--- src/rtl/srdlt_pkg.sv ---
// Shared types and constants for the reply deframer and link tracker.
package srdlt_pkg;

  typedef enum logic [1:0] {
    OP_BYTE    = 2'd0,
    OP_BIND    = 2'd1,
    OP_RESTART = 2'd2,
    OP_UNUSED  = 2'd3
  } op_e;

  typedef enum logic [2:0] {
    OUT_NONE      = 3'd0,
    OUT_BAD_START = 3'd1,
    OUT_SHORT     = 3'd2,
    OUT_INIT_OK   = 3'd3,
    OUT_BIND_OK   = 3'd4,
    OUT_IGNORED   = 3'd5
  } outcome_e;

  typedef enum logic [1:0] {
    PH_INIT    = 2'd0,
    PH_BIND    = 2'd1,
    PH_RXID    = 2'd2,
    PH_DEFAULT = 2'd3
  } phase_e;

  localparam logic [7:0] MarkEnd    = 8'hC0;
  localparam logic [7:0] MarkEsc    = 8'hDB;
  localparam logic [7:0] MarkEscEnd = 8'hDC;
  localparam logic [7:0] MarkEscEsc = 8'hDD;
  localparam logic [7:0] CmdInit    = 8'h01;
  localparam logic [7:0] CmdBind    = 8'h02;
  localparam logic [7:0] StatusOk   = 8'h01;

  // head buffer layout
  localparam int HeadDepth  = 9;
  localparam int HeadIdxW   = $clog2(HeadDepth);
  localparam int CmdPos     = 3;
  localparam int StatusPos  = 4;
  localparam int InitLast   = 4;
  localparam int InitSumPos = 5;
  localparam int BindLast   = 7;
  localparam int BindSumPos = 8;
  localparam int LenCmd     = 4;
  localparam int LenInit    = 6;
  localparam int LenBind    = 9;

  // frame summary from the deframer to the link tracker
  typedef struct packed {
    logic close;
    logic start_ok;
    logic len_cmd;
    logic len_init;
    logic len_bind;
    logic cmd_init;
    logic cmd_bind;
    logic status_ok;
    logic init_sum_ok;
    logic bind_sum_ok;
  } frame_t;

endpackage

--- src/rtl/srdlt_in_if.sv ---
// Input channel: operation and received byte with valid/ready.
interface srdlt_in_if;
  logic       valid;
  logic       ready;
  logic [1:0] operation;
  logic [7:0] rx_byte;

  modport source (output valid, output operation, output rx_byte, input ready);
  modport sink   (input valid, input operation, input rx_byte, output ready);
endinterface

--- src/rtl/srdlt_out_if.sv ---
// Output channel: frame verdict and link status with valid/ready.
interface srdlt_out_if;
  logic       valid;
  logic       ready;
  logic       frame_done;
  logic [2:0] outcome;
  logic [1:0] link_phase;
  logic [7:0] frame_seq;
  logic       bind_pending;

  modport source (output valid, output frame_done, output outcome, output link_phase,
                  output frame_seq, output bind_pending, input ready);
  modport sink   (input valid, input frame_done, input outcome, input link_phase,
                  input frame_seq, input bind_pending, output ready);
endinterface

--- src/rtl/srdlt_deframer.sv ---
// Byte unescaping, head buffer, fill index and running checksums.
module srdlt_deframer #(
  parameter int BUFFER_BYTES = 64
) (
  input  logic                 clk_i,
  input  logic                 rst_ni,
  input  logic                 byte_en_i,
  input  logic                 restart_i,
  input  logic [7:0]           rx_byte_i,
  output srdlt_pkg::frame_t    frame_o
);

  localparam int FillW = $clog2(BUFFER_BYTES);

  logic [FillW-1:0] fill_q, fill_d;
  logic             esc_q, esc_d;
  logic [7:0]       sum_init_q, sum_init_d;
  logic [7:0]       sum_bind_q, sum_bind_d;
  logic [7:0]       head_q [srdlt_pkg::HeadDepth];

  logic       close;
  logic       store;
  logic [7:0] data;

  assign close = (rx_byte_i == srdlt_pkg::MarkEnd) && (fill_q != '0);
  assign store = byte_en_i && !close && (rx_byte_i != srdlt_pkg::MarkEsc);

  always_comb begin
    data = rx_byte_i;
    if (esc_q) begin
      if (rx_byte_i == srdlt_pkg::MarkEscEnd) begin
        data = srdlt_pkg::MarkEnd;
      end else if (rx_byte_i == srdlt_pkg::MarkEscEsc) begin
        data = srdlt_pkg::MarkEsc;
      end
    end
  end

  always_comb begin
    fill_d     = fill_q;
    esc_d      = esc_q;
    sum_init_d = sum_init_q;
    sum_bind_d = sum_bind_q;
    if (restart_i) begin
      esc_d = 1'b0;
    end else if (byte_en_i) begin
      if (close) begin
        fill_d = '0;
      end else if (rx_byte_i == srdlt_pkg::MarkEsc) begin
        esc_d = 1'b1;
      end else begin
        esc_d = 1'b0;
        if (fill_q == FillW'(BUFFER_BYTES - 1)) begin
          fill_d = '0;
        end else begin
          fill_d = fill_q + FillW'(1);
        end
        // start byte clears the sums; later positions add into the ranges they cover
        if (fill_q == '0) begin
          sum_init_d = '0;
          sum_bind_d = '0;
        end else if (fill_q <= FillW'(srdlt_pkg::InitLast)) begin
          sum_init_d = sum_init_q + data;
          sum_bind_d = sum_bind_q + data;
        end else if (fill_q <= FillW'(srdlt_pkg::BindLast)) begin
          sum_bind_d = sum_bind_q + data;
        end
      end
    end
  end

  always_ff @(posedge clk_i or negedge rst_ni) begin
    if (!rst_ni) begin
      fill_q     <= '0;
      esc_q      <= 1'b0;
      sum_init_q <= '0;
      sum_bind_q <= '0;
    end else begin
      fill_q     <= fill_d;
      esc_q      <= esc_d;
      sum_init_q <= sum_init_d;
      sum_bind_q <= sum_bind_d;
    end
  end

  always_ff @(posedge clk_i) begin
    if (store && (fill_q < FillW'(srdlt_pkg::HeadDepth))) begin
      head_q[fill_q[srdlt_pkg::HeadIdxW-1:0]] <= data;
    end
  end

  always_comb begin
    frame_o.close       = byte_en_i && close;
    frame_o.start_ok    = head_q[0] == srdlt_pkg::MarkEnd;
    frame_o.len_cmd     = fill_q >= FillW'(srdlt_pkg::LenCmd);
    frame_o.len_init    = fill_q >= FillW'(srdlt_pkg::LenInit);
    frame_o.len_bind    = fill_q >= FillW'(srdlt_pkg::LenBind);
    frame_o.cmd_init    = head_q[srdlt_pkg::CmdPos] == srdlt_pkg::CmdInit;
    frame_o.cmd_bind    = head_q[srdlt_pkg::CmdPos] == srdlt_pkg::CmdBind;
    frame_o.status_ok   = head_q[srdlt_pkg::StatusPos] == srdlt_pkg::StatusOk;
    frame_o.init_sum_ok = ~sum_init_q == head_q[srdlt_pkg::InitSumPos];
    frame_o.bind_sum_ok = ~sum_bind_q == head_q[srdlt_pkg::BindSumPos];
  end

endmodule

--- src/rtl/srdlt_link.sv ---
// Frame verdict and link state: phase, frame counter, bind request.
module srdlt_link (
  input  logic                 clk_i,
  input  logic                 rst_ni,
  input  logic                 en_i,
  input  srdlt_pkg::op_e       op_i,
  input  srdlt_pkg::frame_t    frame_i,
  output logic                 done_o,
  output srdlt_pkg::outcome_e  outcome_o,
  output srdlt_pkg::phase_e    phase_o,
  output logic [7:0]           counter_o,
  output logic                 bind_o
);

  srdlt_pkg::phase_e phase_q, phase_d;
  logic [7:0]        counter_q, counter_d, counter_inc;
  logic              bind_q, bind_d;

  // counter skips zero on wrap
  assign counter_inc = (counter_q == 8'hFF) ? 8'h01 : counter_q + 8'h01;

  always_comb begin
    phase_d   = phase_q;
    counter_d = counter_q;
    bind_d    = bind_q;
    done_o    = 1'b0;
    outcome_o = srdlt_pkg::OUT_NONE;
    if (en_i) begin
      unique case (op_i)
        srdlt_pkg::OP_BYTE: begin
          if (frame_i.close) begin
            done_o = 1'b1;
            priority if (!frame_i.start_ok) begin
              outcome_o = srdlt_pkg::OUT_BAD_START;
            end else if (!frame_i.len_cmd) begin
              outcome_o = srdlt_pkg::OUT_SHORT;
            end else if (frame_i.cmd_init) begin
              if (!frame_i.len_init || !frame_i.init_sum_ok) begin
                outcome_o = srdlt_pkg::OUT_SHORT;
              end else if (phase_q == srdlt_pkg::PH_INIT && frame_i.status_ok) begin
                outcome_o = srdlt_pkg::OUT_INIT_OK;
                phase_d   = srdlt_pkg::PH_DEFAULT;
                counter_d = counter_inc;
              end else begin
                outcome_o = srdlt_pkg::OUT_IGNORED;
              end
            end else if (frame_i.cmd_bind) begin
              if (!frame_i.len_bind || !frame_i.bind_sum_ok) begin
                outcome_o = srdlt_pkg::OUT_SHORT;
              end else if (phase_q == srdlt_pkg::PH_BIND) begin
                outcome_o = srdlt_pkg::OUT_BIND_OK;
                bind_d    = 1'b0;
                counter_d = counter_inc;
              end else begin
                outcome_o = srdlt_pkg::OUT_IGNORED;
              end
            end else begin
              outcome_o = srdlt_pkg::OUT_IGNORED;
            end
          end
        end
        srdlt_pkg::OP_BIND: begin
          bind_d  = 1'b1;
          phase_d = srdlt_pkg::PH_BIND;
        end
        srdlt_pkg::OP_RESTART: begin
          phase_d   = srdlt_pkg::PH_INIT;
          counter_d = 8'h01;
          bind_d    = 1'b0;
        end
        default: begin
        end
      endcase
    end
  end

  always_ff @(posedge clk_i or negedge rst_ni) begin
    if (!rst_ni) begin
      phase_q   <= srdlt_pkg::PH_INIT;
      counter_q <= 8'h01;
      bind_q    <= 1'b0;
    end else begin
      phase_q   <= phase_d;
      counter_q <= counter_d;
      bind_q    <= bind_d;
    end
  end

  assign phase_o   = phase_d;
  assign counter_o = counter_d;
  assign bind_o    = bind_d;

endmodule

--- src/rtl/slip_reply_deframer_link_tracker.sv ---
// Path: a beat is held in the input register, its result beat in the output register.
// Throughput: one beat per cycle while the output is not stalled; input and output
// registers decouple the channels, so a stall blocks input only once both fill.
// Reset: link in init phase, frame counter 1, no bind request, empty frame,
// both pipeline registers empty.
module slip_reply_deframer_link_tracker #(
  parameter int BUFFER_BYTES = 64
) (
  input  logic           clk_i,
  input  logic           rst_ni,
  srdlt_in_if.sink       in_i,
  srdlt_out_if.source    out_o
);

  logic       s1_valid_q;
  logic [1:0] s1_op_q;
  logic [7:0] s1_byte_q;
  logic       advance;

  logic       out_valid_q;
  logic       done_q;
  logic [2:0] outcome_q;
  logic [1:0] phase_q;
  logic [7:0] number_q;
  logic       bind_q;

  srdlt_pkg::op_e      s1_op;
  srdlt_pkg::frame_t   frame;
  logic                done;
  srdlt_pkg::outcome_e outcome;
  srdlt_pkg::phase_e   phase;
  logic [7:0]          number;
  logic                bind_pend;

  assign s1_op     = srdlt_pkg::op_e'(s1_op_q);
  assign advance   = s1_valid_q && (!out_valid_q || out_o.ready);
  assign in_i.ready = !s1_valid_q || advance;

  always_ff @(posedge clk_i or negedge rst_ni) begin
    if (!rst_ni) begin
      s1_valid_q  <= 1'b0;
      out_valid_q <= 1'b0;
    end else begin
      if (in_i.ready) begin
        s1_valid_q <= in_i.valid;
      end
      if (advance) begin
        out_valid_q <= 1'b1;
      end else if (out_o.ready) begin
        out_valid_q <= 1'b0;
      end
    end
  end

  always_ff @(posedge clk_i) begin
    if (in_i.valid && in_i.ready) begin
      s1_op_q   <= in_i.operation;
      s1_byte_q <= in_i.rx_byte;
    end
    if (advance) begin
      done_q    <= done;
      outcome_q <= outcome;
      phase_q   <= phase;
      number_q  <= number;
      bind_q    <= bind_pend;
    end
  end

  srdlt_deframer #(
    .BUFFER_BYTES (BUFFER_BYTES)
  ) u_deframer (
    .clk_i     (clk_i),
    .rst_ni    (rst_ni),
    .byte_en_i (advance && (s1_op == srdlt_pkg::OP_BYTE)),
    .restart_i (advance && (s1_op == srdlt_pkg::OP_RESTART)),
    .rx_byte_i (s1_byte_q),
    .frame_o   (frame)
  );

  srdlt_link u_link (
    .clk_i     (clk_i),
    .rst_ni    (rst_ni),
    .en_i      (advance),
    .op_i      (s1_op),
    .frame_i   (frame),
    .done_o    (done),
    .outcome_o (outcome),
    .phase_o   (phase),
    .counter_o (number),
    .bind_o    (bind_pend)
  );

  assign out_o.valid        = out_valid_q;
  assign out_o.frame_done   = done_q;
  assign out_o.outcome      = outcome_q;
  assign out_o.link_phase   = phase_q;
  assign out_o.frame_seq    = number_q;
  assign out_o.bind_pending = bind_q;

endmodule
--- src/flat_wrapper.sv ---
// flat-port wrapper written by rule: the top's interface ports become plain ports
module slip_reply_deframer_link_tracker_flat 
#(
  parameter int BUFFER_BYTES = 64
)
  (clk_i, rst_ni, in_i_valid, in_i_operation, in_i_rx_byte, in_i_ready, out_o_valid, out_o_frame_done, out_o_outcome, out_o_link_phase, out_o_frame_seq, out_o_bind_pending, out_o_ready);
  srdlt_in_if in_i_i ();
  srdlt_out_if out_o_i ();
  input  logic clk_i;
  input  logic rst_ni;
  input wire logic [$bits(in_i_i.valid)-1:0] in_i_valid;
  input wire logic [$bits(in_i_i.operation)-1:0] in_i_operation;
  input wire logic [$bits(in_i_i.rx_byte)-1:0] in_i_rx_byte;
  output wire logic [$bits(in_i_i.ready)-1:0] in_i_ready;
  output wire logic [$bits(out_o_i.valid)-1:0] out_o_valid;
  output wire logic [$bits(out_o_i.frame_done)-1:0] out_o_frame_done;
  output wire logic [$bits(out_o_i.outcome)-1:0] out_o_outcome;
  output wire logic [$bits(out_o_i.link_phase)-1:0] out_o_link_phase;
  output wire logic [$bits(out_o_i.frame_seq)-1:0] out_o_frame_seq;
  output wire logic [$bits(out_o_i.bind_pending)-1:0] out_o_bind_pending;
  input wire logic [$bits(out_o_i.ready)-1:0] out_o_ready;
  assign in_i_i.valid = in_i_valid;
  assign in_i_i.operation = in_i_operation;
  assign in_i_i.rx_byte = in_i_rx_byte;
  assign in_i_ready = in_i_i.ready;
  assign out_o_valid = out_o_i.valid;
  assign out_o_frame_done = out_o_i.frame_done;
  assign out_o_outcome = out_o_i.outcome;
  assign out_o_link_phase = out_o_i.link_phase;
  assign out_o_frame_seq = out_o_i.frame_seq;
  assign out_o_bind_pending = out_o_i.bind_pending;
  assign out_o_i.ready = out_o_ready;
  slip_reply_deframer_link_tracker #(.BUFFER_BYTES(BUFFER_BYTES)) u_core (.clk_i(clk_i), .rst_ni(rst_ni), .in_i(in_i_i), .out_o(out_o_i));
endmodule
--- config.mk ---
export PLATFORM = sky130hd
export DESIGN_NAME = slip_reply_deframer_link_tracker_flat
export DESIGN_NICKNAME = d
export VERILOG_FILES = /design/src/rtl/srdlt_pkg.sv /design/src/rtl/srdlt_in_if.sv /design/src/rtl/srdlt_out_if.sv /design/src/rtl/srdlt_deframer.sv /design/src/rtl/srdlt_link.sv /design/src/rtl/slip_reply_deframer_link_tracker.sv /design/src/flat_wrapper.sv
export SDC_FILE = /design/constraint.sdc
export NUM_CORES = 1
export LEC_CHECK = 0
export BUFFER_PORTS_ARGS = -buffer_cell sky130_fd_sc_hd__buf_4
export CAP_MARGIN = 10
export CELL_PAD_IN_SITES_DETAIL_PLACEMENT = 1
export CELL_PAD_IN_SITES_GLOBAL_PLACEMENT = 2
export CORE_MARGIN = 2
export CORE_UTILIZATION = 41
export DETAILED_ROUTE_END_ITERATION = 6
export GPL_TIMING_DRIVEN = 0
export HOLD_SLACK_MARGIN = 0.12
export PLACE_DENSITY_LB_ADDON = 0.1
export SYNTH_ARGS = -nofsm -noshare
export SYNTH_HDL_FRONTEND = slang
export SYNTH_SLANG_ARGS = --single-unit
--- constraint.sdc ---
create_clock -name clk_i -period 3.73 [get_ports clk_i]
set_input_delay 0.1865 -clock clk_i [delete_from_list [all_inputs] [get_ports clk_i]]
set_output_delay 0.1865 -clock clk_i [all_outputs]
set_load 0.005 [all_outputs]
Yosys cells after proc, flatten, opt, wreduce, memory -nomap -nowiden
Memory sizes are Yosys's and may differ from the RTL's.
Index checks and enable logic that the tools add are counted.
{ "totals": {"wordCells": 145, "ram_bits": 72, "in_bits": 14, "n_memories": 1, "reg_bits": 61} }
{ "classes": {"n_addsub": 4, "n_mux": 57, "bitwise": 5, "magnitude_cmp": 6, "n_reduce_logical": 36, "eq_ne": 18} }
{ "memory_table": {"columns": ["memory", "depth", "width", "read_ports", "rd_ports_with_merged_regs", "write_ports", "line", "source"], "rows": [
  ["u_core.u_deframer.head_q", 9, 8, 5, 0, 1, "srdlt_deframer.sv:19", "logic [7:0] head_q [srdlt_pkg::HeadDepth];"]
]} }
{ "op_table": {"columns": ["operator", "count"], "rows": [
  ["8-bit two-way mux", 19],
  ["8-bit equality test (second input constant)", 6],
  ["1-bit two-way mux", 19],
  ["6-bit two-way mux", 3],
  ["8-bit adder", 2],
  ["8-bit by 1-bit equality test with 1-bit output (second input constant)", 2],
  ["8-bit equality test", 2],
  ["2-bit two-way mux", 8],
  ["8-bit NOT", 2],
  ["8-bit one-hot mux with 2 select lines", 1],
  ["3-bit two-way mux", 5],
  ["6-bit by 3-bit greater-or-equal comparator with 1-bit output (second input constant)", 2],
  ["6-bit by 3-bit less-or-equal comparator with 1-bit output (second input constant)", 2],
  ["1-bit logical AND", 10],
  ["5-bit AND reduction", 2],
  ["8-bit by 1-bit adder with 8-bit output (second input constant)", 1],
  ["8-bit by 2-bit equality test with 1-bit output (second input constant)", 1],
  ["8-bit != test (second input constant)", 1],
  ["1-bit logical NOT", 7],
  ["6-bit by 1-bit adder with 6-bit output (second input constant)", 1],
  ["6-bit equality test (second input constant)", 1],
  ["6-bit by 4-bit greater-or-equal comparator with 1-bit output (second input constant)", 1],
  ["6-bit logical NOT", 1],
  ["6-bit by 4-bit < comparator with 1-bit output (second input constant)", 1],
  ["other kinds (14)", 26]
]} }

Depth between registers and ports, before layout
{ "depth": {"ltp_word": 12, "mapped_depth": 13, "mapped_depth_nobuf": 12} }

Hierarchy
Synthesis repeated with hierarchy kept, for this count alone.
{ "hier_totals": {"hier_cells": 425, "hier_area_um2": 4973.5} }
{ "by_module_without_submodules": {"columns": ["module", "cells_each", "area_each_um2", "n_inst", "seq_area_each_um2"], "rows": [
  ["srdlt_deframer", 300, 3300.7, 1, 1776.7],
  ["slip_reply_deframer_link_tracker", 35, 877.1, 1, 800.8],
  ["srdlt_link", 90, 795.8, 1, 276.5]
]} }

Worst setup path after synthesis
Ideal clock, no wire load.
{ "synth_timing": {"path_type": "register -> register", "startpoint": "register u_core.s1_byte_q[7]", "endpoint": "register u_core.u_deframer.sum_init_q[7]", "arrival_time_ns": 3.011, "setup_ns": 0.110, "required_time_ns": 3.620, "path_stages_with_launch": 14, "path_buffers": 1, "path_slack_ns": 0.608, "period_less_slack_ns": 3.122, "path_cell_list": "edfxtp_1 -> clkbuf_1 -> nand4_1 -> nor2_1 -> nand2_1 -> nor4b_1 -> nor2b_1 -> ha_1 -> o21ai_0 -> inv_1 -> a2111oi_0 -> nor2_1 -> xnor2_1 -> o41ai_1"} }
{ "synth_via": {"elab_chain_cells": 7} }
{ "synth_rtl": {"columns": ["element", "line", "source"], "rows": [
  ["start, declared", "slip_reply_deframer_link_tracker.sv:17", "logic [7:0] s1_byte_q;"],
  ["start signal, assigned", "slip_reply_deframer_link_tracker.sv:58", "s1_byte_q <= in_i.rx_byte;"],
  ["8-bit equality test", "srdlt_deframer.sv:33", "end else if (rx_byte_i == srdlt_pkg::MarkEscEsc) begin"],
  ["8-bit two-way mux", "srdlt_deframer.sv:33", null],
  ["8-bit two-way mux *", "srdlt_deframer.sv:31", "if (rx_byte_i == srdlt_pkg::MarkEscEnd) begin"],
  ["8-bit two-way mux *", "srdlt_deframer.sv:30", "if (esc_q) begin"],
  ["via u_core.u_deframer.data[3]", "srdlt_deframer.sv:23", "logic [7:0] data;"],
  ["8-bit adder *", "srdlt_deframer.sv:63", "sum_init_d = sum_init_q + data;"],
  ["8-bit two-way mux *", "srdlt_deframer.sv:62", "end else if (fill_q <= FillW'(srdlt_pkg::InitLast)) begin"],
  ["8-bit two-way mux *", "srdlt_deframer.sv:59", "if (fill_q == '0) begin"],
  ["end signal, assigned", "srdlt_deframer.sv:81", "sum_init_q <= sum_init_d;"],
  ["end, declared", "srdlt_deframer.sv:17", "logic [7:0] sum_init_q, sum_init_d;"]
]} }
The timed path passes the listed nets; every way through them passes the cells marked *. The select of a mux whose other input is x is not followed.
A chain may end at the register's enable or synchronous reset.

Final worst setup path
Same ends and word-level chain as after synthesis.

==> flow_summary_export.csv <==
group,metric,value,unit
status,status,"complete, no violations",
clock_network,cts_buffer_depth,2,
final_layout,fin_nets,524,
timing,fin_crit,3.47,ns
die,ioPinCount,31,
clock_network,h-tree-depth,3,
synth,synth_area,5010,µm²
final_layout,syn_to_final_growth,18.4,%
drt,wire_per_inst,19.2,µm
clock_network,clkTransAtPathRegs,0.07,ns
place,numPortBuffers,30,
timing,hold_viol_final,0,
place,hpwlAfterDp,8770,µm
power_and_ir_drop,leakage,2.19,nW
drt,drtIter0Drc,191,
clock_network,cts_buffers,9,
drt,viasPerCell,5.60,
critical_path,cp_cell_sequence,"clkbuf_1 -> nand4_1 -> nor2_1 -> nand2_1 -> nor4b_2 -> nor2b_2 -> ha_1 -> o21ai_0 -> inv_1 -> a2111oi_2 -> nor2_1 -> xnor2_1 -> o41ai_1",
run,maxCapViolations,0,
die,rows,40,
min_path,hp-class,"primary input to async pin",
die,die_y,115,µm
die,die_area,13100,µm²
final_layout,drive_above_1_share,13.6,%
critical_path,ff2ff_path_depth,13,
clock_network,clkLatencyLatePin,0.36,ns
power_and_ir_drop,power,2.69,mW
critical_path,cp-startpoint,"u_core.s1_byte_q[7]",
global_route,first_global_vias,3893,
clock_network,cts-root-buf,"clkbuf_16",
final_layout,antennaDiodeCount,0,
critical_path,worstSetupEndpointType,"flop",
synth,syn_inst,434,
drt,drt-total-wl,12300,µm
synth,synth-main-ff-cell,"edfxtp_1",
critical_path,crit_required,3.97,ns
die,die_w,115,µm
global_route,gr-usage-all-layers,20.5,%
drt,drc,0,
timing,skew,0.0101,ns
critical_path,timing.critical_path.from_type,"flop",
critical_path,r2r_setup_slack,0.26,ns
synth,avgSynthCellArea,11.5,µm²
synth,synth.net_count,469,
synth,synth_edf_count,65,
critical_path,critPathKind,"flop to flop",
global_route,grt_pass1_wl,20400,µm
die,start_util,41.9,%
critical_path,r2r_start,"u_core.s1_byte_q[7]",
power_and_ir_drop,peakVddDrop,0.304,mV
global_route,grt_max_degree,37,
synth,ys_ff_latch,101,
timing,fmax,0.288,GHz
synth,yosys_warnings,0,
timing,setup_viol,0,
critical_path,timing.rr.end,"u_core.u_deframer.sum_init_q[7]",
drt,dr.pass1.iters,4,
critical_path,cp_slowest_cell,"a2111oi_2",
critical_path,arrival,3.71,ns
critical_path,critPathMaxStageDelay,0.52,ns
drt,via_count,3591,
critical_path,worst-path-max-fanout,7,
timing,worst_pin_slew,0.857,ns
drt,ant_nets,0,
timing,tns,0,ns
place,gp_congestion,0.781,
global_route,antenna_found_initial,0,
critical_path,crit_top_cell,"nor2_1",
clock_network,tritoncts,"built",
synth,ys_async_sr_fraction,35.6,%
timing,period_share,93.1,%
power_and_ir_drop,p_per_area,454,nW/µm²
synth,seq_area_frac_synth,57.0,%
timing,maxSlewViolCount,0,
synth,synthDistinctLibCells,61,
global_route,overflow,0,
timing,slew_headroom,42.3,%
die,fp.coreArea,12000,µm²
clock_network,clock-sinks,101,
-- cells in the mapped netlist (2+ instances only) --
cell       instances  share of area [%]
a2111oi_0          2               0.35
a211o_1            2               0.35
a211oi_1           4               0.60
a21o_1             3               0.45
a21oi_1           14                1.4
a22o_1             2               0.35
and3_1             3               0.37
and4_1             3               0.52
clkbuf_1          15                1.1
dfrtp_1           35                 17
edfxtp_1          65                 39
fa_1               2               0.80
ha_1              19                4.7
inv_1             25                1.9
nand2_1           47                3.5
nand2b_1           6               0.75
nand3_1            8               0.80
nand3b_1           4               0.60
nand4_1            5               0.62
nor2_1            21                1.6
nor2b_1           13                1.6
nor3_1            13                1.3
nor3b_1            2               0.30
nor4_1            10                1.2
nor4b_1            4               0.70
o211ai_1           6               0.90
o21a_1             6               0.90
o21ai_0           16                1.6
o21ai_1            3               0.30
o31ai_1            8                1.2
o41ai_1            6                1.0
or2_2              3               0.37
or3_1              2               0.25
or4_1              7                1.0
or4b_2             2               0.40
xnor2_1           19                3.3
xor2_1             5               0.87
-- metal layers --
layer | vias up | GRT usage (%) | part of all wire (%)
met4 | 0 | 5.37 | 1.4
li1 | 1722 | - | -
met5 | - | 0 | 0
met2 | 57 | 33.8 | 49
met1 | 1800 | 27.2 | 46
met3 | 12 | 5.08 | 3.6
-- per-stage QoR --
| step | util, % | hold slack, ns | cell area [µm²] | cells | setup WS, ns |
|---|---|---|---|---|---|
| 2_1_floorplan | - | -0.109 | 5010 | 434 | 0.608 |
| 6_report | 49.6 | 0.365 | 5930 | 641 | 0.258 |
| 4_1_cts | 49.4 | 0.384 | 5910 | 641 | 0.0981 |
| 3_3_place_gp | 45.3 | 0.214 | 5420 | 611 | -0.164 |
| 5_1_grt | 49.6 | 0.409 | 5930 | 641 | -0.0580 |
| 3_5_place_dp | 45.3 | 0.214 | 5420 | 612 | -0.174 |
-- state kept, by name, indices dropped and copies added, names as in the netlist --
signal / count
u_core.s1_op: 2
u_core.u_deframer.esc_q: 1
u_core.u_link.counter_q: 8
u_core.u_deframer.head_q: 40
u_core.s1_byte_q: 8
u_core.u_link.bind_q: 1
u_core.u_deframer.fill_q: 6
u_core.out_o.valid: 1
u_core.out_o.link_phase: 2
u_core.s1_valid_q: 1
u_core.out_o.frame_seq: 8
u_core.u_deframer.sum_init_q: 8
u_core.u_deframer.sum_bind_q: 8
u_core.out_o.bind_pending: 1
u_core.u_link.phase_q: 2
u_core.out_o.frame_done: 1
u_core.out_o.outcome: 3
-- cells by family (layout without fill, tap and decap cells) --
group,after synthesis,after routing,synth area share (%)
compound gates,86,86,12.5
xor+xnor,24,24,4.20
fa+ha+maj,21,21,5.54
buf+inv,40,100,3.00
flops,101,101,57.0
mux,1,1,0.200
simple gates,161,161,17.6
-- worst max-delay path by stage --
stage                                       to  slack [ns]  cells past startpoint
6_report       u_core.u_deframer.sum_init_q[7]        0.26                     13
3_3_place_gp    u_core.u_deframer.head_q[8][4]       -0.16                      6
5_1_grt        u_core.u_deframer.sum_init_q[7]       -0.06                     13
4_1_cts         u_core.u_deframer.head_q[0][2]         0.1                      6
2_1_floorplan  u_core.u_deframer.sum_init_q[7]        0.61                     13
3_5_place_dp   u_core.u_deframer.sum_init_q[7]       -0.17                     13
-- worst max-delay path: cells and delay by family, from the launching register on --
kind	cells	cell delay, ns
AO/OA/AOI/OAI	3	0.94
XOR/XNOR	1	0.15
adder cells (fa/ha/maj)	1	0.37
buffers and inverters	2	0.38
flip-flops	1	0.32
AND/OR/NAND/NOR	6	1.19
-- what timing repair did --
action	in CTS	in global routing
pin swaps	0	0
endpoints found under the hold margin	47	0
resized for setup	4	5
setup endpoints to repair	13	22
buffers inserted	0	0
hold buffers	13	0
-- where the power goes --
group          switching [mW]  internal [mW]
sequential             0.0488           1.25
clock                   0.417          0.652
combinational           0.198          0.129
total                   0.664           2.03
-- cell usage in the layout (no fill, tap or decap), types with 4 or more instances in the layout --
master         synthesis  layout
inv_1                 25      25
a21oi_1               14      14
o41ai_1                6       6
nor3_1                13      12
clkbuf_16              0       9
dfrtp_1               35      35
o21a_1                 6       6
edfxtp_1              65      65
o211ai_1               6       6
nand3b_1               4       4
xor2_1                 5       5
nor4_1                10       9
buf_4                  0      30
nand3_1                8       8
a211oi_1               4       4
o21ai_0               16      16
nand4_1                5       5
clkbuf_1              15      15
nand2_1               47      47
dlygate4sd3_1          0      13
xnor2_1               19      19
nor2_1                21      21
or4_1                  7       7
nand2b_1               6       6
ha_1                  19      19
o31ai_1                8       8
nor2b_1               13      12
-- cell type report --
class | instances | area [µm²]
clock buffers | 9 | 225
plain buffers | 15 | 56.3
multi-input cells | 293 | 2040
fillers | 1260 | 6030
repair buffers | 44 | 360
well taps | 147 | 184
clock inverters | 7 | 114
flip-flops and latches | 101 | 2850
inverters | 25 | 93.8
No activity file was read; power rests on OpenSTA's default activity.
